**src/design/delay_line_pitch_shifter_unit_macros.svh**
```systemverilog
// ----------------------------------------------------------------------------
// Assertion macros for the pitch shifter
// Clocked on clock, disabled during reset.
// ----------------------------------------------------------------------------
`ifndef DELAY_LINE_PITCH_SHIFTER_UNIT_MACROS_SVH
`define DELAY_LINE_PITCH_SHIFTER_UNIT_MACROS_SVH

// same-cycle implication
`define DLPS_ASSERT_SAME(lbl, ant, cons, msg) \
   lbl: assert property (@(posedge clock) disable iff (reset) (ant) |-> (cons)) \
      else $error(msg);

// next-cycle implication
`define DLPS_ASSERT_NEXT(lbl, ant, cons, msg) \
   lbl: assert property (@(posedge clock) disable iff (reset) (ant) |=> (cons)) \
      else $error(msg);

`endif

```
**src/design/dlps_pkg.sv**
```systemverilog
// ----------------------------------------------------------------------------
// dlps_pkg
// Shared constants and types of the delay line pitch shifter.
// ----------------------------------------------------------------------------
`timescale 1ns / 1ps
`default_nettype none

package dlps_pkg;

   localparam int DELAY_DEPTH_DEF = 4096;
   localparam int SAMPLE_BITS_DEF = 16;

   localparam int CSR_W     = 19;
   localparam int CSR_IDX_W = 2;
   localparam int PITCH_W   = 19;
   localparam int RATIO_W   = 14;
   localparam int RATE_W    = 18;
   localparam int PH_W      = 21;
   localparam int FADE_W    = 17;

   localparam int DIV_NW = 32;
   localparam int DIV_DW = 20;

   localparam logic [PITCH_W-1:0] MIN_PITCH_RST   = PITCH_W'(800);
   localparam logic [PITCH_W-1:0] MAX_PITCH_RST   = PITCH_W'(256000);
   localparam logic [RATE_W-1:0]  SAMPLE_RATE_RST = RATE_W'(44100);
   localparam int WINDOW_RST = 76800;

   localparam logic [FADE_W-1:0] FADE_ONE = FADE_W'(65536);

   typedef enum logic [CSR_IDX_W-1:0] {
      CSR_MIN_PITCH   = 2'd0,
      CSR_MAX_PITCH   = 2'd1,
      CSR_SAMPLE_RATE = 2'd2
   } csr_idx_type;

   typedef struct packed {
      logic              start;
      logic [DIV_NW-1:0] num;
      logic [DIV_DW-1:0] den;
   } div_req_type;

endpackage

`default_nettype wire

```
**src/design/dlps_div.sv**
```systemverilog
// ----------------------------------------------------------------------------
// dlps_div
// Restoring radix-2 unsigned divider, one quotient bit per cycle.
// ----------------------------------------------------------------------------
`timescale 1ns / 1ps
`default_nettype none

module dlps_div (
   input  wire logic                        clock,
   input  wire logic                        reset,
   input  wire dlps_pkg::div_req_type       div_req,
   output logic                             busy,
   output logic                             done,
   output logic [dlps_pkg::DIV_NW-1:0]      quo
);

   localparam int NW = dlps_pkg::DIV_NW;
   localparam int DW = dlps_pkg::DIV_DW;
   localparam int CW = $clog2(NW + 1);

   logic [CW-1:0] cnt_ff, cnt_in;
   logic          busy_ff, busy_in;
   logic          done_ff, done_in;
   logic [NW-1:0] quo_ff, quo_in;
   logic [DW-1:0] rem_ff, rem_in;
   logic [DW-1:0] den_ff, den_in;
   logic [DW:0]   shifted;
   logic [DW+1:0] diff;

   always_comb begin
      cnt_in  = cnt_ff;
      busy_in = busy_ff;
      done_in = 1'b0;
      quo_in  = quo_ff;
      rem_in  = rem_ff;
      den_in  = den_ff;
      shifted = {rem_ff, quo_ff[NW-1]};
      diff    = {1'b0, shifted} - {2'b00, den_ff};
      if (busy_ff) begin
         if (!diff[DW+1]) begin
            rem_in = diff[DW-1:0];
            quo_in = {quo_ff[NW-2:0], 1'b1};
         end else begin
            rem_in = shifted[DW-1:0];
            quo_in = {quo_ff[NW-2:0], 1'b0};
         end
         cnt_in = cnt_ff - 1'b1;
         if (cnt_ff == CW'(1)) begin
            busy_in = 1'b0;
            done_in = 1'b1;
         end
      end else if (div_req.start) begin
         busy_in = 1'b1;
         cnt_in  = CW'(NW);
         quo_in  = div_req.num;
         rem_in  = '0;
         den_in  = div_req.den;
      end
   end

   always_ff @(posedge clock) begin
      if (reset) begin
         busy_ff <= 1'b0;
         done_ff <= 1'b0;
         cnt_ff  <= '0;
      end else begin
         busy_ff <= busy_in;
         done_ff <= done_in;
         cnt_ff  <= cnt_in;
      end
      quo_ff <= quo_in;
      rem_ff <= rem_in;
      den_ff <= den_in;
   end

   assign busy = busy_ff;
   assign done = done_ff;
   assign quo  = quo_ff;

endmodule

`default_nettype wire

```
**config.mk**
```make
export PLATFORM = sky130hd
export DESIGN_NAME = dlps_div
export DESIGN_NICKNAME = d
export VERILOG_FILES = /design/src/design/delay_line_pitch_shifter_unit_macros.svh /design/src/design/dlps_pkg.sv /design/src/design/dlps_div.sv
export SDC_FILE = /design/constraint.sdc
export NUM_CORES = 1
export LEC_CHECK = 0
export BUFFER_PORTS_ARGS = -buffer_cell sky130_fd_sc_hd__buf_4
export CAP_MARGIN = 20
export CORE_MARGIN = 2
export CORE_UTILIZATION = 45
export DETAILED_ROUTE_END_ITERATION = 7
export PLACE_DENSITY = 0.67
export RECOVER_POWER = 25
export SYNTH_ARGS = -nofsm -noshare
export SYNTH_HDL_FRONTEND = slang
export SYNTH_SLANG_ARGS = --single-unit
```
**constraint.sdc**
```tcl
create_clock -name clock -period 5.3 [get_ports clock]
set_input_delay 0.53 -clock clock [delete_from_list [all_inputs] [get_ports clock]]
set_output_delay 0.53 -clock clock [all_outputs]
set_load 0.05 [all_outputs]
```
* Word level (Yosys, flattened, before mapping)
Index checks and enable logic that the tools add are counted.
** Storage, ports and cells
- Bits in registers :: 80
- Output and inout port bits :: 34
- Word-level logic and storage cells :: 25
- Input port bits :: 55
** Operators by class
- Muxes and demuxes :: 12
- Reductions and logical operators :: 3
- Add/sub/neg operators :: 2
- Bitwise operators :: 1
- Equal/unequal tests :: 1
** Operator list (count)
- 32-bit two-way mux :: 2
- 20-bit two-way mux :: 3
- 21-bit by 20-bit subtractor with 22-bit output :: 1
- 6-bit two-way mux :: 2
- 6-bit by 1-bit == test with 1-bit output, second input constant :: 1
- 6-bit by 1-bit subtractor with 6-bit output, second input constant :: 1
- 1-bit two-way mux :: 5
- 2-bit AND reduction :: 1
- 2-bit nonzero test :: 1
- 2-bit OR reduction :: 1
- 1-bit NOT :: 1

* Logic depth before layout (Yosys ltp)
- Depth after elaboration :: 3
- Mapped depth :: 13
- Mapped depth without buffers :: 11

* Least setup slack after synthesis
No wires, ideal clock.
- Path type :: flip-flop to flip-flop
- Start :: register quo_ff[31] (netlist: quo[31])
- End :: register rem_ff[2], data pin
- Setup time :: 0.256 ns
- Buffers on the path :: 3
- Clock period less this slack :: 2.846 ns
- Data required time :: 5.044 ns
- Stages on the path, launching flop included :: 13
- Arrival time :: 2.590 ns
- Path slack :: 2.454 ns
- Cells stage by stage :: edfxtp_1 inv_1 ha_1 nor2b_1 o2111ai_1 a2111oi_2 o2111a_1 or3b_1 buf_6 buf_12 buf_8 nand2_1 o211a_1
** On the way
- Cells in the longest elaborated chain, start to end :: 3
** RTL lines
- from (decl) :: RTL line dlps_div.sv:24 : logic [NW-1:0] quo_ff, quo_in;
- from (signal assigned) :: RTL line dlps_div.sv:71 : quo_ff <= quo_in;
- 21-bit by 20-bit subtractor with 22-bit output :: RTL line dlps_div.sv:38 : diff = {1'b0, shifted} - {2'b00, den_ff};
- 20-bit two-way mux :: RTL line dlps_div.sv:40 : if (!diff[DW+1]) begin
- 20-bit two-way mux :: RTL line dlps_div.sv:39 : if (busy_ff) begin
- to (signal assigned) :: RTL line dlps_div.sv:72 : rem_ff <= rem_in;
- to (decl) :: RTL line dlps_div.sv:25 : logic [DW-1:0] rem_ff, rem_in;
Every way passes these cells.
A chain may end at the register's enable or synchronous reset.

* Worst setup path in the final report
- Start :: register busy_ff (netlist: busy)
- End :: register cnt_ff[3]
** On the way
- Cells in the longest elaborated chain, start to end :: 1
- Elaborated cells between the ends (all ways) :: 2
- Classes of those cells :: 1 x mux; 1 x reduce/logical
** RTL lines
- from (decl) :: RTL line dlps_div.sv:22 : logic busy_ff, busy_in;
- from (signal assigned) :: RTL line dlps_div.sv:67 : busy_ff <= busy_in;
- 6-bit two-way mux or 2-bit nonzero test (tied branches)
- to (signal assigned) :: RTL line dlps_div.sv:69 : cnt_ff <= cnt_in;
- to (decl) :: RTL line dlps_div.sv:21 : logic [CW-1:0] cnt_ff, cnt_in;
Several ways; a longest one is shown, not always the timed one.

==> key figures <==
Power and ir drop
  – Total chip power: 1.84 mW
  – Pwr/cell area: 346 nW/um^2
  – Maximum vdd ir drop: 0.239 mV
  – Leakage dissipation: 2.21 nW

CTS
  – CTS Buf Count: 9
  – Setup Fix Bufs, Post-CTS: 0
  – Clock Tree Root: clkbuf_8
  – CTS HTree Levels: 3
  – Clock slew at reported path FFs: 80 ps
  – Clk sinks: 80
  – CTS tree: built
  – Hold_buf cts: 0
  – Clock Tree Buf Depth: 2
  – Post-CTS Resized: 0
  – Skew-Pair Late Insertion Delay: 370 ps

Synthesis
  – EDFF count, synth: 72
  – Async S/R FF share, synth: 0%
  – Flops & latches, synth: 80
  – Synthesized instance count: 366
  – Prevailing post-synth register cell: edfxtp_1
  – Post-Syn Nets: 444
  – Cell Area, Synth: 4400 um^2
  – Synth Area per Inst: 12.0 um^2
  – Warnings from Yosys: 0
  – Count of cell types in the netlist: 57
  – Post-synthesis sequential area ratio: 52.8%

Floorplanning
  – Starting Density: 45.6%
  – Io pins: 89
  – Die Height: 103 um
  – Die area: 10600 um^2
  – DIE WIDTH: 103 um
  – Row count: 36
  – Core area: 9640 um^2

Worst hold path
  – Hold Startpoint: div_req[15]
  – Hold WC Path Type: in2reg
  – WHS Path Cells: 1
  – Hold Crit Endpoint: den_ff[15]

Placement
  – RePlAce Congestion: 0.917
  – Placed wire-length estimate: 6490 um
  – Port Buf Inserts: 88
  – Setup WS pre-CTS: 1810 ps

STA
  – Final min period: 3870 ps
  – Max Slew Vio Count: 64
  – Worst rel slew slack: -102%
  – Setup tns final: 0 ps
  – Setup Skew: 10.8 ps
  – Final setup violation count: 0
  – Tcrit/Tclk final: 72.9%
  – RSZ-0062 raised after global routing: no
  – PnR worst setup slack: 1430 ps
  – Final Hold Viols: 0
  – WHS: 356 ps
  – Worst-Margin Slew: 3030 ps
  – Fmax: 259 MHz

Layout
  – Filler instances: 861
  – Antenna cells: 0
  – Syn-to-layout area delta: 20.8%
  – Util after Layout: 55.1%
  – Commonest non-fill, non-tap cell in the layout: edfxtp_1
  – Nets@finish: 530
  – Share of cells above drive strength 1: 31.7%
  – Most frequent cells in the layout: edfxtp_1 (72), buf_4 (68), mux2_2 (31)

Setup path
  – CP Launch Type: register
  – CP max FO: 63
  – R2R Path Start: busy
  – Worst Path Arrival: 4160 ps
  – CP endpoint kind: register
  – Critical path class: reg2reg
  – Required time of the critical path: 5590 ps
  – Reg-to-reg endpoint: cnt_ff[3]
  – R2r worst-path depth: 5
  – Reg-to-reg slack, setup: 1430 ps

Drt
  – DR vias: 3096
  – WL per Instance: 15.6 um
  – Drt pass-1 iters: 4
  – Initial DRC Count: 123
  – # DRC: 0
  – ANT nets after route: 0
  – Vias per inst: 5.25
  – Post-Route WL: 9190 um

GRT
  – Total GRT Usage: 18.7%
  – Vias in the first global route: 3154
  – Initial antenna violation count: 0
  – First-pass GRT wire length: 14900 um
  – Gr ovfl total: 0
  – Largest net degree at the start of global routing: 64

Outcome
  – Outcome: complete, but fails checks
  – Failing checks: capacitance limit, slew limit

Job
  – MaxCap Viol Count: 1
==> cells by family (layout without fill, tap and decap cells) <==
family	count (synthesis)	count (layout)	synth area share, %
AO/OA/AOI/OAI	70	70	11.3
XOR/XNOR	16	16	3.19
adder cells (fa/ha/maj)	23	23	6.72
buffers and inverters	43	134	4.72
flip-flops	80	80	52.8
multiplexers	43	43	10.7
AND/OR/NAND/NOR	91	91	10.6
==> report_power, final <==
group / total, mW / switching [mW] / internal (mW)
clock network: 0.394 / 0.225 / 0.170
registers: 0.817 / 0.0395 / 0.777
logic: 0.629 / 0.370 / 0.259
==> worst max-delay path: stages (launching register included) <==
cell	delay [ps]
dfxtp_1	330
clkbuf_1	2130
nor2b_2	540
buf_4	420
nand3b_1	170
a21oi_1	120
==> layer usage <==
metal	track usage (%)	vias up	wire length (um)
li1	-	1518	-
met1	22.4	1471	4080
met2	29.8	94	4180
met3	8.95	13	766
met4	6.28	0	162
met5	0	-	0
==> flip-flops by register name, indices dropped and copies added (netlist names) <==
name,flops
done,1
den_ff,20
quo,32
cnt_ff,6
rem_ff,20
busy,1
==> per-stage QoR <==
step / std cells / instance area (um^2)
floorplan: 366 / 4400
global placement: 573 / 5140
detailed placement: 574 / 5160
CTS: 590 / 5320
global route: 590 / 5310
finish: 590 / 5310
==> how the worst max path moves through the flow <==
stage          cells after the start  slack [ps]          to  startpoint
2_1_floorplan                     12        2450   rem_ff[2]     quo[31]
6_report                           5        1430   cnt_ff[3]        busy
5_1_grt                            5         980   cnt_ff[3]        busy
4_1_cts                            8        1760  rem_ff[18]   rem_ff[0]
3_5_place_dp                       8        1810   rem_ff[7]   rem_ff[0]
3_3_place_gp                       8        1910  rem_ff[14]   rem_ff[0]
==> cell usage after synthesis, types with 3 or more instances <==
cell type / count / area (um^2)
nand4_1: 3 / 18.8
clkbuf_1: 8 / 30.0
o21bai_1: 3 / 22.5
mux2_2: 31 / 349
nand3_1: 3 / 15.0
nand2b_1: 3 / 18.8
buf_2: 3 / 15.0
nand2_1: 26 / 97.6
nor2b_1: 14 / 87.6
dfxtp_1: 8 / 160
nor3_1: 7 / 35.0
xnor2_1: 11 / 96.3
nor2_1: 16 / 60.1
edfxtp_1: 72 / 2160
a21oi_1: 15 / 75.1
xor2_1: 5 / 43.8
mux2i_1: 12 / 120
a211oi_1: 4 / 30.0
nor4_1: 3 / 18.8
o21ai_0: 14 / 70.1
ha_1: 22 / 275
inv_1: 27 / 101
a21o_1: 5 / 37.5
o22ai_1: 7 / 43.8
==> layout make-up <==
class	count	area, um^2	area share, %
clock buffers	11	131	2.47
clock inverters	5	33.8	0.636
inverters	27	101	1.91
multi-input cells	243	1870	35.2
flip-flops and latches	80	2320	43.7
well taps	133	166	3.13
repair buffers	91	688	13.0
Note: power is estimated with default switching activity, not from simulation.
